==> src/rtl/tlvp_pkg.sv <==
`timescale 1ns / 1ps
// shared types, codes and beat layout of the packed element stream parser
package tlvp_pkg;

	// width of the element and value counters
	localparam int COUNT_BITS = 32;

	// largest count that fits the counters, one bit wider than a word
	localparam logic [32:0] CNT_CAP = (33'd1 << COUNT_BITS) - 33'd1;

	// configuration register indexes
	localparam int CFG_IDX_W = 3;
	typedef enum logic [CFG_IDX_W-1:0] {
		REG_MAX_ELEMENTS   = 3'd0,
		REG_INT_TYPE_CODE  = 3'd1,
		REG_STR_TYPE_CODE  = 3'd2,
		REG_DATA_TYPE_CODE = 3'd3,
		REG_BIG_ENDIAN     = 3'd4
	} reg_idx_t;

	// field kind tags
	typedef enum logic [3:0] {
		KIND_COUNT    = 4'd0,
		KIND_NAMELEN  = 4'd1,
		KIND_NAME     = 4'd2,
		KIND_TYPE     = 4'd3,
		KIND_VALCOUNT = 4'd4,
		KIND_INT      = 4'd5,
		KIND_VALLEN   = 4'd6,
		KIND_STRBYTE  = 4'd7,
		KIND_DATABYTE = 4'd8,
		KIND_IGNORED  = 4'd9
	} kind_t;

	// sticky error codes
	typedef enum logic [2:0] {
		ERR_NONE         = 3'd0,
		ERR_ZERO_COUNT   = 3'd1,
		ERR_OVER_LIMIT   = 3'd2,
		ERR_ZERO_VALUES  = 3'd3,
		ERR_UNKNOWN_TYPE = 3'd4
	} err_t;

	// configuration register set
	typedef struct packed {
		logic [31:0] max_elements;
		logic [31:0] int_type_code;
		logic [31:0] str_type_code;
		logic [31:0] data_type_code;
		logic        big_endian_words;
	} cfg_t;

	// one result beat before packing
	typedef struct packed {
		logic [7:0]  out_byte;
		kind_t       field_kind;
		logic        word_ready;
		logic [31:0] word_value;
		logic [31:0] element_index;
		logic [31:0] value_index;
		logic        field_end;
		logic        element_end;
		logic        parse_done;
		err_t        error_code;
	} res_t;

	// output tdata layout, lowest bit up
	localparam int OUT_W     = 112;
	localparam int POS_BYTE  = 0;
	localparam int POS_WRDY  = 8;
	localparam int POS_WVAL  = 9;
	localparam int POS_EIDX  = 41;
	localparam int POS_VIDX  = 73;
	localparam int POS_FEND  = 105;
	localparam int POS_EEND  = 106;
	localparam int POS_DONE  = 107;
	localparam int POS_ERR   = 108;

endpackage

==> src/rtl/tlvp_cfg_regs.sv <==
`timescale 1ns / 1ps
// configuration register file of the stream parser
module tlvp_cfg_regs (
	input  logic                              clk,
	input  logic                              arst_n,
	input  logic                              cfg_valid,
	input  logic [tlvp_pkg::CFG_IDX_W-1:0]    cfg_index,
	input  logic [31:0]                       cfg_data,
	output tlvp_pkg::cfg_t                    cfg
);
	import tlvp_pkg::*;

	cfg_t cfg_q;

	// register writes, unknown indexes dropped
	always_ff @(posedge clk or negedge arst_n) begin
		if (!arst_n) begin
			cfg_q.max_elements     <= 32'd0;
			cfg_q.int_type_code    <= 32'd0;
			cfg_q.str_type_code    <= 32'd1;
			cfg_q.data_type_code   <= 32'd2;
			cfg_q.big_endian_words <= 1'b0;
		end else if (cfg_valid) begin
			case (reg_idx_t'(cfg_index))
				REG_MAX_ELEMENTS:   cfg_q.max_elements     <= cfg_data;
				REG_INT_TYPE_CODE:  cfg_q.int_type_code    <= cfg_data;
				REG_STR_TYPE_CODE:  cfg_q.str_type_code    <= cfg_data;
				REG_DATA_TYPE_CODE: cfg_q.data_type_code   <= cfg_data;
				REG_BIG_ENDIAN:     cfg_q.big_endian_words <= cfg_data[0];
				default: ;
			endcase
		end
	end

	assign cfg = cfg_q;

endmodule

==> src/rtl/tlvp_parse_core.sv <==
`timescale 1ns / 1ps
// parse state and per-byte tagging logic
module tlvp_parse_core (
	input  logic           clk,
	input  logic           arst_n,
	input  logic           step,
	input  logic [7:0]     in_byte,
	input  tlvp_pkg::cfg_t cfg,
	output tlvp_pkg::res_t res
);
	import tlvp_pkg::*;

	typedef enum logic [3:0] {
		PH_COUNT    = 4'd0,
		PH_NAMELEN  = 4'd1,
		PH_NAME     = 4'd2,
		PH_TYPE     = 4'd3,
		PH_VALCOUNT = 4'd4,
		PH_INT      = 4'd5,
		PH_VALLEN   = 4'd6,
		PH_VALUE    = 4'd7,
		PH_DONE     = 4'd8
	} phase_t;

	typedef enum logic [1:0] {
		CLS_INT     = 2'd0,
		CLS_STR     = 2'd1,
		CLS_DATA    = 2'd2,
		CLS_UNKNOWN = 2'd3
	} cls_t;

	phase_t                phase_q, phase_d;
	logic [1:0]            pos_q, pos_d;
	logic [31:0]           shift_q, shift_d;
	logic [COUNT_BITS-1:0] el_total_q, el_total_d;
	logic [COUNT_BITS-1:0] el_seen_q, el_seen_d;
	logic [COUNT_BITS-1:0] val_total_q, val_total_d;
	logic [COUNT_BITS-1:0] val_seen_q, val_seen_d;
	logic [31:0]           remain_q, remain_d;
	cls_t                  cls_q, cls_d;
	err_t                  err_q, err_d;

	// next state and result for the byte in hand
	always_comb begin
		logic [31:0]           w;
		logic [31:0]           rem_dec;
		logic [COUNT_BITS-1:0] vs_inc;
		logic [COUNT_BITS-1:0] es_inc;
		logic                  fin;

		w       = cfg.big_endian_words ? {shift_q[23:0], in_byte} : {in_byte, shift_q[31:8]};
		rem_dec = remain_q - 32'd1;
		vs_inc  = val_seen_q + COUNT_BITS'(1);
		es_inc  = el_seen_q + COUNT_BITS'(1);
		fin     = 1'b0;

		phase_d     = phase_q;
		pos_d       = pos_q;
		shift_d     = shift_q;
		el_total_d  = el_total_q;
		el_seen_d   = el_seen_q;
		val_total_d = val_total_q;
		val_seen_d  = val_seen_q;
		remain_d    = remain_q;
		cls_d       = cls_q;
		err_d       = err_q;

		res               = '0;
		res.out_byte      = in_byte;
		res.field_kind    = KIND_IGNORED;
		res.parse_done    = (phase_q == PH_DONE) && (err_q == ERR_NONE);

		if (err_q == ERR_NONE && phase_q != PH_DONE) begin
			res.element_index = 32'(el_seen_q);
			unique case (phase_q)
				PH_NAME: begin
					res.field_kind = KIND_NAME;
					remain_d       = rem_dec;
					if (rem_dec == 32'd0) begin
						res.field_end = 1'b1;
						phase_d       = PH_TYPE;
					end
				end
				PH_VALUE: begin
					res.field_kind  = (cls_q == CLS_STR) ? KIND_STRBYTE : KIND_DATABYTE;
					res.value_index = 32'(val_seen_q);
					remain_d        = rem_dec;
					if (rem_dec == 32'd0) begin
						res.field_end = 1'b1;
						fin           = 1'b1;
					end
				end
				default: begin
					// word fields: assemble one byte
					unique case (phase_q)
						PH_COUNT:    res.field_kind = KIND_COUNT;
						PH_NAMELEN:  res.field_kind = KIND_NAMELEN;
						PH_TYPE:     res.field_kind = KIND_TYPE;
						PH_VALCOUNT: res.field_kind = KIND_VALCOUNT;
						PH_INT:      res.field_kind = KIND_INT;
						default:     res.field_kind = KIND_VALLEN;
					endcase
					if (phase_q == PH_INT || phase_q == PH_VALLEN) begin
						res.value_index = 32'(val_seen_q);
					end
					if (pos_q == 2'd3) begin
						pos_d          = 2'd0;
						shift_d        = 32'd0;
						res.word_ready = 1'b1;
						res.word_value = w;
						unique case (phase_q)
							PH_COUNT: begin
								if (w == 32'd0) begin
									err_d = ERR_ZERO_COUNT;
								end else if ({1'b0, w} > CNT_CAP ||
										(cfg.max_elements != 32'd0 && cfg.max_elements < w)) begin
									err_d = ERR_OVER_LIMIT;
								end else begin
									el_total_d = COUNT_BITS'(w);
									el_seen_d  = '0;
									phase_d    = PH_NAMELEN;
								end
							end
							PH_NAMELEN: begin
								if (w == 32'd0) begin
									phase_d = PH_TYPE;
								end else begin
									remain_d = w;
									phase_d  = PH_NAME;
								end
							end
							PH_TYPE: begin
								if (w == cfg.int_type_code)       cls_d = CLS_INT;
								else if (w == cfg.str_type_code)  cls_d = CLS_STR;
								else if (w == cfg.data_type_code) cls_d = CLS_DATA;
								else                              cls_d = CLS_UNKNOWN;
								phase_d = PH_VALCOUNT;
							end
							PH_VALCOUNT: begin
								if (w == 32'd0) begin
									err_d = ERR_ZERO_VALUES;
								end else if (cls_q == CLS_UNKNOWN) begin
									err_d = ERR_UNKNOWN_TYPE;
								end else if ({1'b0, w} > CNT_CAP) begin
									err_d = ERR_OVER_LIMIT;
								end else begin
									val_total_d = COUNT_BITS'(w);
									val_seen_d  = '0;
									phase_d     = (cls_q == CLS_INT) ? PH_INT : PH_VALLEN;
								end
							end
							PH_INT: begin
								res.field_end = 1'b1;
								fin           = 1'b1;
							end
							default: begin
								// value length; an empty value ends here
								if (w == 32'd0) begin
									res.field_end = 1'b1;
									fin           = 1'b1;
								end else begin
									remain_d = w;
									phase_d  = PH_VALUE;
								end
							end
						endcase
					end else begin
						pos_d   = pos_q + 2'd1;
						shift_d = w;
					end
				end
			endcase

			// value completed: advance value and element counters
			if (fin) begin
				if (vs_inc == val_total_q) begin
					res.element_end = 1'b1;
					val_seen_d      = '0;
					el_seen_d       = es_inc;
					if (es_inc == el_total_q) begin
						phase_d        = PH_DONE;
						res.parse_done = 1'b1;
					end else begin
						phase_d = PH_NAMELEN;
					end
				end else begin
					val_seen_d = vs_inc;
					phase_d    = (cls_q == CLS_INT) ? PH_INT : PH_VALLEN;
				end
			end
		end
		res.error_code = err_d;
	end

	// parse state, updated once per byte
	always_ff @(posedge clk or negedge arst_n) begin
		if (!arst_n) begin
			phase_q     <= PH_COUNT;
			pos_q       <= 2'd0;
			shift_q     <= 32'd0;
			el_total_q  <= '0;
			el_seen_q   <= '0;
			val_total_q <= '0;
			val_seen_q  <= '0;
			remain_q    <= 32'd0;
			cls_q       <= CLS_INT;
			err_q       <= ERR_NONE;
		end else if (step) begin
			phase_q     <= phase_d;
			pos_q       <= pos_d;
			shift_q     <= shift_d;
			el_total_q  <= el_total_d;
			el_seen_q   <= el_seen_d;
			val_total_q <= val_total_d;
			val_seen_q  <= val_seen_d;
			remain_q    <= remain_d;
			cls_q       <= cls_d;
			err_q       <= err_d;
		end
	end

endmodule

==> src/rtl/tlv_pack_stream_parser_unit.sv <==
`timescale 1ns / 1ps
// top level of the packed element stream parser
//
// Usage:
//   s_* carries the packed stream, one byte per beat in s_tdata. Each input
//   beat yields exactly one result beat on m_*: the byte itself, its field
//   kind in m_tuser and the word, index, end and error tags in m_tdata.
//   cfg_* writes the five configuration registers (cfg_ready is always
//   high); write them only while no beat is in flight.
// Path: an accepted byte is registered in the input stage; its result is
//   registered in the output stage and presented on m_tvalid.
// Throughput: one byte per cycle while m_tready is high; the parse state
//   is updated by the core's next-state logic, so beats stream back to back.
// Reset: arst_n clears the parse state to the element count phase, clears
//   the sticky error, empties both stages and loads the register defaults.
// Stall: while m_tready is low the result is held in the output register;
//   the input stage holds one more byte, then s_tready drops until the
//   output register drains.
module tlv_pack_stream_parser_unit (
	input  logic                            clk,
	input  logic                            arst_n,
	input  logic                            s_tvalid,
	output logic                            s_tready,
	input  logic [7:0]                      s_tdata,   // in_byte
	output logic                            m_tvalid,
	input  logic                            m_tready,
	// out_byte, word_ready, word_value, element_index, value_index,
	// field_end, element_end, parse_done, error_code, zero pad
	output logic [tlvp_pkg::OUT_W-1:0]      m_tdata,
	output logic [3:0]                      m_tuser,   // field_kind
	input  logic                            cfg_valid,
	output logic                            cfg_ready,
	input  logic [tlvp_pkg::CFG_IDX_W-1:0]  cfg_index,
	input  logic [31:0]                     cfg_data
);
	import tlvp_pkg::*;

	cfg_t       cfg;
	res_t       res;
	logic       valid_s1;
	logic [7:0] byte_s1;
	logic       valid_s2;
	res_t       res_s2;
	logic       advance;

	assign cfg_ready = 1'b1;

	tlvp_cfg_regs u_cfg (
		.clk       (clk),
		.arst_n    (arst_n),
		.cfg_valid (cfg_valid),
		.cfg_index (cfg_index),
		.cfg_data  (cfg_data),
		.cfg       (cfg)
	);

	// a byte moves on when the output register is free or draining
	assign advance  = valid_s1 && (!valid_s2 || m_tready);
	assign s_tready = !valid_s1 || advance;

	tlvp_parse_core u_core (
		.clk     (clk),
		.arst_n  (arst_n),
		.step    (advance),
		.in_byte (byte_s1),
		.cfg     (cfg),
		.res     (res)
	);

	// input stage valid
	always_ff @(posedge clk or negedge arst_n) begin
		if (!arst_n) begin
			valid_s1 <= 1'b0;
		end else if (s_tready) begin
			valid_s1 <= s_tvalid;
		end
	end

	// input stage payload
	always_ff @(posedge clk) begin
		if (s_tvalid && s_tready) begin
			byte_s1 <= s_tdata;
		end
	end

	// result stage valid
	always_ff @(posedge clk or negedge arst_n) begin
		if (!arst_n) begin
			valid_s2 <= 1'b0;
		end else if (advance) begin
			valid_s2 <= 1'b1;
		end else if (m_tready) begin
			valid_s2 <= 1'b0;
		end
	end

	// result stage payload
	always_ff @(posedge clk) begin
		if (advance) begin
			res_s2 <= res;
		end
	end

	// pack the result beat
	assign m_tvalid = valid_s2;
	assign m_tuser  = res_s2.field_kind;
	always_comb begin
		m_tdata                       = '0;
		m_tdata[POS_BYTE +: 8]        = res_s2.out_byte;
		m_tdata[POS_WRDY]             = res_s2.word_ready;
		m_tdata[POS_WVAL +: 32]       = res_s2.word_value;
		m_tdata[POS_EIDX +: 32]       = res_s2.element_index;
		m_tdata[POS_VIDX +: 32]       = res_s2.value_index;
		m_tdata[POS_FEND]             = res_s2.field_end;
		m_tdata[POS_EEND]             = res_s2.element_end;
		m_tdata[POS_DONE]             = res_s2.parse_done;
		m_tdata[POS_ERR +: 3]         = res_s2.error_code;
	end

endmodule

==> config.mk <==
export PLATFORM = sky130hd
export DESIGN_NAME = tlv_pack_stream_parser_unit
export DESIGN_NICKNAME = d
export VERILOG_FILES = /design/src/rtl/tlvp_pkg.sv /design/src/rtl/tlvp_cfg_regs.sv /design/src/rtl/tlvp_parse_core.sv /design/src/rtl/tlv_pack_stream_parser_unit.sv
export SDC_FILE = /design/constraint.sdc
export NUM_CORES = 1
export LEC_CHECK = 0
export BUFFER_PORTS_ARGS = -buffer_cell sky130_fd_sc_hd__buf_2
export CAP_MARGIN = 0
export CORE_ASPECT_RATIO = 2
export CORE_UTILIZATION = 55
export CTS_CLUSTER_DIAMETER = 80
export DETAILED_ROUTE_END_ITERATION = 8
export PLACE_DENSITY_LB_ADDON = 0.2
export RECOVER_POWER = 100
export SLEW_MARGIN = 15
export SYNTH_ARGS = -nofsm -noshare
export SYNTH_HDL_FRONTEND = slang
export SYNTH_HIERARCHICAL = 1
export SYNTH_SLANG_ARGS = --single-unit
==> constraint.sdc <==
create_clock -name clk -period 8.3 [get_ports clk]
set_clock_uncertainty 0.2 [all_clocks]
set_input_delay 1.66 -clock clk [delete_from_list [all_inputs] [get_ports clk]]
set_output_delay 1.66 -clock clk [all_outputs]
set_load 0.005 [all_outputs]
# Word level (Yosys, flattened, before mapping)
# Index checks and enable logic that the tools add are counted.
dict set report word_totals {
  out_inout_bits 119
  input_bits 48
  regBits 457
  word_cells 179
}
dict set report classes {
  reduce_logical 41
  muxes 65
  n_bitwise 6
  n_lt_le_gt_ge 1
  addsub 4
  eq_ne 34
}
# cell n
set ops {}
lappend ops {{two-way mux 32 bit} 21}
lappend ops {{== test 32 bit} 5}
lappend ops {{adder 32 x 1 -> 32 bit, second input constant} 2}
lappend ops {{zero test 32 bit} 2}
lappend ops {{case mux 32 bit (2 select lines)} 1}
lappend ops {{two-way mux 4 bit} 11}
lappend ops {{two-way mux 33 bit} 1}
lappend ops {{less-than comparator 32 bit} 1}
lappend ops {{nonzero test 32 bit} 1}
lappend ops {{subtractor 32 x 1 -> 32 bit, second input constant} 1}
lappend ops {{two-way mux 3 bit} 7}
lappend ops {{AND reduction 7 bit} 3}
lappend ops {{!= test 4 bit, second input constant} 5}
lappend ops {{case mux 4 bit (5 select lines)} 1}
lappend ops {{== test 4 x 3 -> 1 bit, second input constant} 4}
lappend ops {{case mux 4 bit (2 select lines)} 2}
lappend ops {{case mux 3 bit (5 select lines)} 1}
lappend ops {{AND reduction 2 bit} 7}
lappend ops {{two-way mux 1 bit} 12}
lappend ops {{OR reduction 4 bit} 3}
lappend ops {{AND reduction 11 bit} 1}
lappend ops {{two-way mux 2 bit} 5}
lappend ops {{AND reduction 5 bit} 2}
lappend ops {{== test 4 x 2 -> 1 bit, second input constant} 2}
lappend ops {{other kinds (27)} 50}

# Depth between registers and ports, before layout
# Gate-level depths: netlist of run 1.
dict set report depth {
  word_depth 10
  ltp_mapped 18
}

# Cells and area by module
# The synthesis of run 1 kept the hierarchy.
# mod area_each_um2 cells_per_inst instances seq_area_each_um2
set modules_own_cells {}
lappend modules_own_cells {tlvp_parse_core 16455.8 2041 1 5079.9}
lappend modules_own_cells {tlvp_cfg_regs 4872.2 277 1 3230.6}
lappend modules_own_cells {tlv_pack_stream_parser_unit 3819.9 135 1 3743.6}

# Least setup slack after synthesis of run 1
# Ideal clock, no wire load.
dict set report synth_timing {
  path_kind {input port to flip-flop}
  startpoint {in m_tready}
  endpoint {reg u_core.el_total_q[31]}
  setup_slack_ns 1.394
  t_arrival_ns 6.550
  stages 9
  n_path_buf 3
  cell_sequence {nand2b_1 > and2_1 > nand2_1 > nor2_1 > and4_1 > clkbuf_1 > clkbuf_1 > clkbuf_1 > a21oi_1}
}
dict set report synth_via {
  elab_chain_len 3
}
# element line_no
set synth_lines {}
lappend synth_lines {{start, declared} tlv_pack_stream_parser_unit.sv:26} ;# input logic m_tready,
lappend synth_lines {{logical OR 1 bit} tlv_pack_stream_parser_unit.sv:58} ;# assign advance = valid_s1 && (!valid_s2 || m_tready);
lappend synth_lines {{logical AND 1 bit} tlv_pack_stream_parser_unit.sv:58}
lappend synth_lines {{via advance} tlv_pack_stream_parser_unit.sv:44} ;# logic advance;
lappend synth_lines {{AND reduction 7 bit (no line)} --}
lappend synth_lines {{end signal, assigned} tlvp_parse_core.sv:212} ;# el_total_q <= el_total_d;
lappend synth_lines {{end, declared} tlvp_parse_core.sv:35} ;# logic [COUNT_BITS-1:0] el_total_q, el_total_d;
# The timed path passes the listed nets, and every way through them passes these cells.
# A chain may end at the register's enable or synchronous reset.

# Worst setup path in the final report of run 1
dict set report layout_timing {
  startpoint {in m_tready}
  endpoint {reg u_core.val_seen_q[17]}
}
dict set report layout_via {
  elab_chain_len 3
}
# element line_no
set layout_lines {}
lappend layout_lines {{logical OR 1 bit} tlv_pack_stream_parser_unit.sv:58}
lappend layout_lines {{logical AND 1 bit} tlv_pack_stream_parser_unit.sv:58}
lappend layout_lines {{via advance} tlv_pack_stream_parser_unit.sv:44}
lappend layout_lines {{AND reduction 7 bit (no line)} --}
lappend layout_lines {{end signal, assigned} tlvp_parse_core.sv:215} ;# val_seen_q <= val_seen_d;
lappend layout_lines {{end, declared} tlvp_parse_core.sv:38} ;# logic [COUNT_BITS-1:0] val_seen_q, val_seen_d;
# The timed path passes the listed nets, and every way through them passes these cells.

==> results.py, run 1 <==
metrics = {
    "logic_synthesis": {
        "syn_area_per_cell_um2": 10.3,
        "yosysSeqAreaShare": 0.479,
        "synth_top_family_by_area": "simple AND/OR/NAND/NOR gates",
        "synthXorXnorAreaFrac": 0.0665,
        "yosys.area_share.adder": 0.0179,
        "synthFlopType": "dfrtp_1",
        "synth_mux_area_frac": 0.0787,
        "syn-num-nets": 2537,
        "ys_types": 94,
        "synth_top_area_frac": 0.330,
        "synth_area_leaders": "dfrtp_1 (33%), edfxtp_1 (15%), mux2_2 (5.5%)",
        "synth_area_um2": 25100,
        "postSynthCellCount": 2453,
        "yosysWarnings": 6,
        "ys_seq_elements": 457,
        "synth-compound-area-share": 0.128,
        "async_reset_ff_frac": 0.731,
        "synth-simple-area-share": 0.188,
        "synth_edf_count": 123,
        "synth_top_area_cell": "dfrtp_1",
    },
    "sta": {
        "fmax_ghz": 0.161,
        "worst_pin_slew_ps": 3680,
        "finalHoldViolCount": 0,
        "slew_headroom": -1.46,
        "rsz0062_at_grt": "false",
        "period_minus_slack_ps": 6230,
        "setup_viol": 0,
        "slew_viol_final": 510,
        "finalCritPeriodShare": 0.750,
        "setup_tns_ps": 0,
    },
    "global_routing": {
        "track_usage": 0.350,
        "grt_max_degree": 146,
        "grt_pass1_vias": 19900,
        "antenna_found_initial": 0,
        "grt_pass1_wl_um": 122000,
        "overflow": 0,
    },
    "power": {
        "p_per_area_nw_per_um2": 209,
        "p_leak_nw": 11.2,
        "peakVddDrop_mv": 0.241,
    },
    "detailed_routing": {
        "final_antenna_net_count": 0,
        "drt_iter0_markers": 1882,
        "vias": 20300,
        "first_pass_iters": 6,
        "drc": 0,
        "routed_via_density": 6.51,
        "wl_per_cell_um": 26.0,
        "routed_wl_um": 81100,
    },
    "setup_path": {
        "r2r_start": "u_core/phase_q[1]",
        "slowest_delay_ps": 1920,
        "arrival_ps": 6510,
        "reg2regPathDepth": 11,
        "r2r_slack_ps": 2100,
        "crit_required_ps": 8590,
        "start_kind": "input port",
        "critPathTopFamily": "buffers and inverters",
        "r2r_end": "u_core/val_seen_q[17]",
        "critPathBufInv": 3,
        "worstSetupEndpointType": "flop",
        "worstPathMaxFanout": 68,
        "crit_type": "in2reg",
        "path_cells": "buf_2 > nand2b_1 > and2_0 > nand3_2 > clkbuf_1 > nor4b_1 > buf_4 > a31oi_1 > o41a_1 > a21oi_1 > o21ai_0",
        "crit_slowest_cell": "clkbuf_1",
    },
    "outcome": {
        "status": "complete, but fails checks",
        "violations": "capacitance limit, slew limit",
    },
    "hold_path": {
        "holdPathStages": 2,
        "hold_start": "u_core/pos_q[1]",
        "hold_class": "reg2reg",
        "hold-path-endpoint": "u_core/pos_q[1]",
    },
    "placement": {
        "gp_congestion": 1.06,
        "portBuffers": 164,
        "dp_hpwl_um": 58700,
    },
    "layout": {
        "syn_to_final_growth_pct": 9.39,
        "antenna_cells_inserted": 0,
        "final_core_util": 0.611,
        "drive_gt1_frac": 0.150,
        "nets": 2616,
    },
    "floorplan": {
        "initial_core_util": 0.559,
        "die_x_um": 153,
        "die_h_um": 304,
        "fp.coreArea_um2": 45000,
        "dieArea_um2": 46600,
        "ios": 167,
        "rows": 110,
    },
    "clocking": {
        "numCtsBuffers": 41,
        "clk_pin_slew_worst_paths_ps": 70,
        "cts_resized": 0,
        "h-tree-depth": 2,
        "cts-root-buf": "clkbuf_16",
        "cts.sinks": 457,
        "clockBufferDepth": 3,
        "tritoncts": "built",
        "cts_hold_buf": 0,
        "postCtsSetupBuffers": 0,
        "clk_latency_ps": 590,
    },
    "run": {
        "cap_viol_max_count": 9,
    },
}
==> flip-flops by register name, indices dropped and copies added (netlist names), 8 cells and up <==
register and cells:
u_core/val_seen_q 32, m_tdata 111, u_core/shift_q 32, u_cfg/cfg 129, u_core/el_seen_q 32, u_core/el_total_q 32
u_core/remain_q 32, byte_s1 8, u_core/val_total_q 32
==> metrics by stage <==
stage	total power, mW	hold WS [ps]	instances	setup WS [ps]	cell area, um2
2_1_floorplan	3.39	250	2453	1390	25100
3_3_place_gp	3.72	261	3049	3260	26300
3_5_place_dp	3.76	275	3049	3200	26300
4_1_cts	5.75	292	3125	3300	27700
5_1_grt	5.93	328	3125	1560	27500
6_report	5.74	292	3125	2070	27500
==> area by class of cell <==
class,instances,area [um2]
fillers,3854,17500
multi-input cells,1776,12100
well taps,560,701
inverters,35,131
repair buffers,221,1150
flip-flops and latches,457,12100
clock inverters,18,246
clock buffers,58,1130
==> cells in the final DEF (no fill, tap or decap), types with 75 or more instances in the layout <==
cell type	Yosys	final
mux2_2	123	123
buf_2	31	111
nor2_1	191	191
nand2_1	159	159
clkbuf_1	109	75
edfxtp_1	123	123
o21ai_0	91	91
dfrtp_1	332	331
a21oi_1	159	159
xnor2_1	126	126
==> cells in the mapped netlist (9+ instances only) <==
| cell type | instances |
|---|---|
| buf_2 | 31 |
| mux2_1 | 11 |
| and2_1 | 78 |
| nor2b_1 | 11 |
| xnor2_1 | 126 |
| and3_1 | 23 |
| xor2_1 | 65 |
| clkbuf_1 | 109 |
| edfxtp_1 | 123 |
| dfrtp_1 | 332 |
| nor4b_1 | 9 |
| or3_1 | 17 |
| buf_6 | 14 |
| o21a_1 | 10 |
| and4_1 | 12 |
| a21oi_1 | 159 |
| mux2i_1 | 47 |
| nor4_1 | 66 |
| o21ai_0 | 91 |
| nand2_1 | 159 |
| ha_1 | 36 |
| o31ai_1 | 43 |
| a21o_1 | 21 |
| a22oi_1 | 9 |
| nand3_1 | 68 |
| nor2_1 | 191 |
| buf_1 | 10 |
| a211oi_1 | 9 |
| a211o_1 | 18 |
| buf_4 | 20 |
| nor3_1 | 61 |
| inv_1 | 35 |
| a31oi_1 | 27 |
| nand4_1 | 64 |
| o211ai_1 | 10 |
| mux2_2 | 123 |
| nand2b_1 | 32 |
| or4_1 | 20 |
==> worst reg2reg max path: cells and delay by family, from the launching register on <==
| kind | cells | cell delay, ps |
|---|---|---|
| flops | 1 | 560 |
| buf+inv | 2 | 2360 |
| simple gates | 5 | 1300 |
| compound gates | 4 | 1680 |
==> per-layer routing <==
metal  global-route usage  vias up  part of all wire
met3               0.0480      355             0.057
met1                0.372     9914              0.34
met5                    0        -                 0
li1                     -     9128                 -
met4                0.293        0             0.098
met2                0.612      936              0.50
==> cell families (layout without fill, tap and decap cells) <==
family,Yosys count,count (layout)
fa+ha+maj,36,36
flops,457,457
mux,181,181
other cells,2,2
xor+xnor,191,191
simple gates,870,870
buf+inv,220,332
compound gates,496,496
==> where the power goes <==
| part | switching, mW | leakage, nW | internal, mW |
|---|---|---|---|
| clock | 0.881 | 0.666 | 1.11 |
| sequential | 0.261 | 5.51 | 2.54 |
| combinational | 0.522 | 4.97 | 0.422 |
| total | 1.66 | 11.2 | 4.07 |
==> worst max-delay path by stage <==
stage                       start               endpoint  depth (start not counted)
2_1_floorplan            m_tready  u_core/el_total_q[31]                          9
3_3_place_gp             m_tready   u_core/val_seen_q[0]                         10
3_5_place_dp             m_tready  u_core/val_seen_q[17]                         11
4_1_cts        u_core/remain_q[1]   u_core/val_seen_q[0]                         10
5_1_grt         u_core/phase_q[1]   u_core/val_seen_q[4]                         11
6_report                 m_tready  u_core/val_seen_q[17]                         11
No activity file was read; power rests on OpenSTA's default activity.
==> run 2: changes to the inputs <==
==> constraint.sdc (replaced) <==
create_clock -name clk -period 6 [get_ports clk]
set_clock_uncertainty 0.2 [all_clocks]
set_input_delay 1.2 -clock clk [delete_from_list [all_inputs] [get_ports clk]]
set_output_delay 1.2 -clock clk [all_outputs]
set_load 0.005 [all_outputs]
==> results.py, run 2 (synthesis gave the netlist of run 1 again) <==
metrics = {
    "detailed_routing": {
        "wl_per_cell_um": 26.5,
        "first_pass_iters": 5,
        "routed_via_density": 6.45,
        "drt_iter0_markers": 1378,
        "routed_wl_um": 82900,
        "final_antenna_net_count": 0,
        "drc": 0,
        "vias": 20200,
    },
    "power": {
        "p_leak_nw": 11.2,
        "intPower_mw": 5.84,
        "pwr-share-seq": 0.474,
        "pwr-share-clk": 0.365,
        "comb_power_share": 0.161,
        "peakVddDrop_mv": 0.299,
        "p_per_area_nw_per_um2": 294,
        "p_switching_mw": 2.28,
        "p_sw_frac": 0.281,
    },
    "sta": {
        "finalHoldViolCount": 0,
        "worst_pin_slew_ps": 2980,
        "setup_viol": 0,
        "period_minus_slack_ps": 5300,
        "worst_slack_ps": 695,
        "finalCritPeriodShare": 0.884,
        "slew_viol_final": 404,
        "fmax_ghz": 0.189,
        "rsz0062_at_grt": "false",
        "slew_headroom": -0.986,
        "setup_tns_ps": 0,
    },
    "clocking": {
        "cts-root-buf": "clkbuf_16",
        "postCtsSetupBuffers": 0,
        "clockBufferDepth": 3,
        "clk_latency_ps": 580,
        "clk_pin_slew_worst_paths_ps": 70,
        "tritoncts": "built",
        "cts_hold_buf": 0,
        "cts_resized": 0,
        "h-tree-depth": 2,
        "cts.sinks": 457,
        "numCtsBuffers": 41,
    },
    "floorplan": {
        "dieArea_um2": 46600,
        "ios": 167,
        "initial_core_util": 0.559,
        "die_h_um": 304,
        "die_x_um": 153,
        "rows": 110,
        "fp.coreArea_um2": 45000,
    },
    "layout": {
        "antenna_cells_inserted": 0,
        "syn_to_final_growth_pct": 10.0,
        "final_cell_mix": "dfrtp_1 (331), nor2_1 (191), a21oi_1 (159), nand2_1 (159), xnor2_1 (126)",
        "multi_input_area_um2": 12100,
        "nets": 2621,
        "fillers": 3882,
        "drive_gt1_frac": 0.154,
        "layout_commonest_cell": "dfrtp_1",
        "largest_reg_flops": 129,
        "register_area_um2": 12100,
    },
    "hold_path": {
        "hold_class": "reg2reg",
    },
    "global_routing": {
        "use_met1": 0.378,
        "busiest_layer": "met2",
        "grt_pass1_vias": 20300,
        "track_usage": 0.359,
        "grt_pass1_wl_um": 124000,
        "antenna_found_initial": 0,
        "grt_use_met2": 0.637,
        "grt_max_degree": 118,
        "use_met3": 0.0382,
        "overflow": 0,
    },
    "setup_path": {
        "worstPathMaxFanout": 42,
        "r2r_slack_ps": 700,
        "start_kind": "flop",
        "arrival_ps": 5550,
        "crit_type": "reg2reg",
        "worstSetupEndpointType": "flop",
        "crit_required_ps": 6250,
    },
    "outcome": {
        "status": "complete, but fails checks",
        "violations": "capacitance limit, slew limit",
    },
    "placement": {
        "dp_hpwl_um": 60800,
        "gp_congestion": 0.971,
        "portBuffers": 164,
        "place_worst_setup_slack_ps": 1020,
    },
    "run": {
        "cap_viol_max_count": 8,
    },
}
-- run 2: changes by cell type in the layout (fill, tap and decap cells not counted), moves of 2 or more --
cell,change
and2_0,-2
bufinv_16,+5
clkbuf_2,+2
buf_2,-3
buf_4,+4
clkbuf_1,-5
or2_0,-2
clkinv_2,+4
and2_1,+2
-- run 2: worst paths after layout --
kind,startpoint,to,cells after the start
worst min-delay path,valid_s1,m_tvalid,1
min in group asynchronous,arst_n,u_core/remain_q[4],1
worst max register to register,u_cfg/cfg[0],u_core/remain_q[6],10
worst max-delay path,u_cfg/cfg[0],u_core/remain_q[6],10
max in group asynchronous,arst_n,u_core/val_total_q[22],2
worst min register to register,valid_s1,m_tvalid,1
-- run 2: per-layer routing --
| layer | vias up | wire, um |
|---|---|---|
| li1 | 9106 | - |
| met1 | 9876 | 28300 |
| met2 | 854 | 42400 |
| met3 | 331 | 3830 |
| met4 | 0 | 8380 |
| met5 | - | 0 |
-- run 2: final cells by class --
class,instances,share of cell area
multi-input combinational,1776,0.437
sequential,457,0.436
timing repair buffer,226,0.0430
clock buffer,51,0.0403
tap,560,0.0253
clock inverter,24,0.0139
inverter,35,0.00475
-- run 2: power by group through the flow --
| stage | registers [mW] | logic [mW] | clock network, mW |
|---|---|---|---|
| finish | 3.85 | 1.31 | 2.96 |
| global placement | 3.88 | 1.27 | 0 |
| detailed placement | 3.90 | 1.30 | 0 |
| global route | 3.89 | 1.42 | 3.12 |
| CTS | 3.84 | 1.31 | 3.02 |
| floorplan | 3.73 | 0.959 | 0 |
-- run 2: per-stage QoR --
| stage | util | area, um2 | total power [mW] | cells | hold slack, ps |
|---|---|---|---|---|---|
| 2_1_floorplan | - | 25100 | 4.69 | 2453 | 250 |
| 3_3_place_gp | 0.586 | 26400 | 5.16 | 3054 | 261 |
| 3_5_place_dp | 0.586 | 26400 | 5.21 | 3054 | 280 |
| 4_1_cts | 0.619 | 27900 | 8.18 | 3129 | 301 |
| 5_1_grt | 0.615 | 27700 | 8.43 | 3129 | 323 |
| 6_report | 0.615 | 27700 | 8.13 | 3129 | 304 |
-- run 2: critical path, stage by stage (launching register included) --
cell	delay, ps
dfrtp_2	1060
mux2i_1	170
clkbuf_1	440
nand4_1	230
a211oi_1	120
a2111oi_0	810
o21ai_0	300
a31oi_2	190
clkbuf_1	1050
o21ai_0	260
a22o_1	300
==> run 3: changes to the inputs <==
--- a/config.mk
+++ b/config.mk
@@ -13,8 +13,7 @@
 export DETAILED_ROUTE_END_ITERATION = 8
 export PLACE_DENSITY_LB_ADDON = 0.2
 export RECOVER_POWER = 100
-export SLEW_MARGIN = 15
+export SKIP_CTS_REPAIR_TIMING = 1
 export SYNTH_ARGS = -nofsm -noshare
 export SYNTH_HDL_FRONTEND = slang
-export SYNTH_HIERARCHICAL = 1
 export SYNTH_SLANG_ARGS = --single-unit
==> results.py, run 3 <==
metrics = {
    "sta": {
        "worst_pin_slew_ps": 3400,
        "setup_tns_ps": 0,
        "rsz0062_at_grt": "false",
        "worst_slack_ps": 862,
        "setup_viol": 0,
        "period_minus_slack_ps": 5140,
        "slew_headroom": -1.27,
        "finalCritPeriodShare": 0.856,
        "fmax_ghz": 0.195,
        "finalHoldViolCount": 0,
        "slew_viol_final": 341,
    },
    "logic_synthesis": {
        "ys_types": 90,
        "synthFlopType": "dfrtp_1",
        "synth_area_leaders": "dfrtp_1 (35%), edfxtp_1 (16%), mux2_2 (6.3%)",
        "async_reset_ff_frac": 0.731,
        "postSynthCellCount": 2252,
        "syn_area_per_cell_um2": 10.6,
        "synth_top_area_cell": "dfrtp_1",
        "synth_area_um2": 23800,
        "ys_seq_elements": 457,
        "synth_most_common_cell": "dfrtp_1",
        "synth_top_area_frac": 0.350,
        "yosysWarnings": 0,
        "yosysSeqAreaShare": 0.507,
        "synth_commonest_cells": "dfrtp_1 (332), nor2_1 (198), xnor2_1 (158), a21oi_1 (155), nand2_1 (147)",
        "syn-num-nets": 2336,
        "synth_edf_count": 123,
    },
    "detailed_routing": {
        "drt_iter0_markers": 1253,
        "vias": 18600,
        "routed_wl_um": 72700,
        "routed_via_density": 6.26,
        "first_pass_iters": 5,
        "final_antenna_net_count": 0,
        "wl_per_cell_um": 24.5,
        "drc": 0,
    },
    "layout": {
        "largest_reg_flops": 129,
        "antenna_cells_inserted": 0,
        "final_cell_mix": "dfrtp_1 (331), nor2_1 (196), xnor2_1 (158)",
        "nets": 2473,
        "drive_gt1_frac": 0.159,
        "final_area_um2": 26300,
        "layout_commonest_cell": "dfrtp_1",
        "final_cell_count_no_fill": 2967,
        "register_area_um2": 12100,
        "fillers": 3620,
        "multi_input_area_um2": 11100,
        "syn_to_final_growth_pct": 10.8,
    },
    "clocking": {
        "tritoncts": "built",
        "cts-root-buf": "clkbuf_16",
        "clockBufferDepth": 3,
        "h-tree-depth": 2,
        "clk_latency_ps": 580,
        "clk_pin_slew_worst_paths_ps": 70,
        "cts.sinks": 457,
        "numCtsBuffers": 41,
    },
    "outcome": {
        "status": "complete, but fails checks",
        "violations": "capacitance limit, slew limit",
    },
    "setup_path": {
        "path_cells": "buf_2 > nand2b_1 > nand2_1 > clkinvlp_2 > clkbuf_1 > buf_4",
        "r2r_end": "u_core.remain_q[9]",
        "crit_required_ps": 6000,
        "crit_type": "in2reg",
        "worstSetupEndpointType": "flop",
        "r2r_slack_ps": 1140,
        "crit_path_start": "m_tready",
        "crit_slowest_cell": "clkbuf_1",
        "reg2regPathDepth": 7,
        "slowest_delay_ps": 2390,
        "r2r_start": "u_core.err_q[2]",
        "arrival_ps": 5140,
        "worstPathMaxFanout": 63,
        "start_kind": "input port",
    },
    "global_routing": {
        "track_usage": 0.336,
        "grt_pass1_wl_um": 110000,
        "antenna_found_initial": 0,
        "grt_pass1_vias": 18500,
        "overflow": 0,
        "grt_max_degree": 121,
    },
    "placement": {
        "place_area_um2": 25200,
        "portBuffers": 164,
        "gp_congestion": 0.931,
        "dp_hpwl_um": 53400,
        "place_worst_setup_slack_ps": 1500,
        "dp_cells": 2891,
    },
    "power": {
        "p_per_area_nw_per_um2": 410,
        "peakVddDrop_mv": 0.316,
        "total_power_mw": 10.8,
        "p_leak_nw": 10.9,
    },
    "hold_path": {
        "holdPathStages": 2,
        "hold-path-endpoint": "u_core.shift_q[29]",
        "hold_start": "u_core.shift_q[29]",
        "hold_class": "reg2reg",
    },
    "floorplan": {
        "ios": 167,
        "fp.coreArea_um2": 42600,
        "die_x_um": 149,
        "die_h_um": 296,
        "rows": 107,
        "dieArea_um2": 44100,
        "initial_core_util": 0.558,
    },
    "run": {
        "cap_viol_max_count": 7,
    },
}
==> run 3: changes by cell type after synthesis, moves of 12 or more <==
cell / delta
a211o_1: -13
a21bo_1: +12
buf_4: -18
clkbuf_1: -19
inv_1: -14
nand2_1: -12
nand3_1: -17
nand4_1: -20
nor3_1: -16
xnor2_1: +32
xor2_1: -33
==> run 3: worst max path at each step <==
stage          depth (start not counted)            endpoint  slack (ps)
3_5_place_dp                          10  u_core.remain_q[0]        1500
3_3_place_gp                          10        m_tdata[107]        1590
2_1_floorplan                         11   u_core.phase_q[0]         330
6_report                               6         m_tdata[71]         860
4_1_cts                               10  u_core.remain_q[0]        1500
5_1_grt                                6        m_tdata[100]         590
==> run 3: metrics by stage <==
stage,utilization,hold slack [ps]
2_1_floorplan,-,248
3_3_place_gp,0.593,260
3_5_place_dp,0.593,277
4_1_cts,0.623,289
5_1_grt,0.618,320
6_report,0.618,290
==> run 3: cells by family (layout without fill, tap and decap cells) <==
family / count (synthesis) / count (layout) / share of synthesized area
flops: 457 / 457 / 0.507
buf+inv: 156 / 326 / 0.0280
fa+ha+maj: 36 / 36 / 0.0190
simple gates: 778 / 778 / 0.173
compound gates: 462 / 462 / 0.123
other cells: 2 / 2 / 0.000316
xor+xnor: 190 / 190 / 0.0700
mux: 171 / 171 / 0.0791
==> run 3: routing by layer <==
layer  global-route usage  vias to the layer above  share of wire
li1                     -                     8446              -
met5                    0                        -              0
met2                0.585                      781           0.51
met1                0.357                     9051           0.34
met3               0.0491                      307          0.053
met4                0.279                        0          0.095
==> run 3: report_power, final <==
part / switching, mW / internal [mW] / leakage, nW / total (mW)
registers: 0.658 / 3.81 / 5.51 / 4.47
clock network: 1.22 / 1.37 / 0.616 / 2.59
logic: 2.32 / 1.41 / 4.75 / 3.73
==> run 3: critical path, delay by kind of cell <==
kind	cells	cell delay (ps)
AND/OR/NAND/NOR	2	340
buffers and inverters	4	3520
==> run 3: final cells by class <==
cell class                      instances  share of cell area
Clock buffer                           58              0.0426
Clock inverter                         18             0.00613
Inverter                               22             0.00318
Multi-Input combinational cell       1639               0.420
Sequential cell                       457               0.458
Tap cell                              545              0.0259
Timing Repair Buffer                  228              0.0444
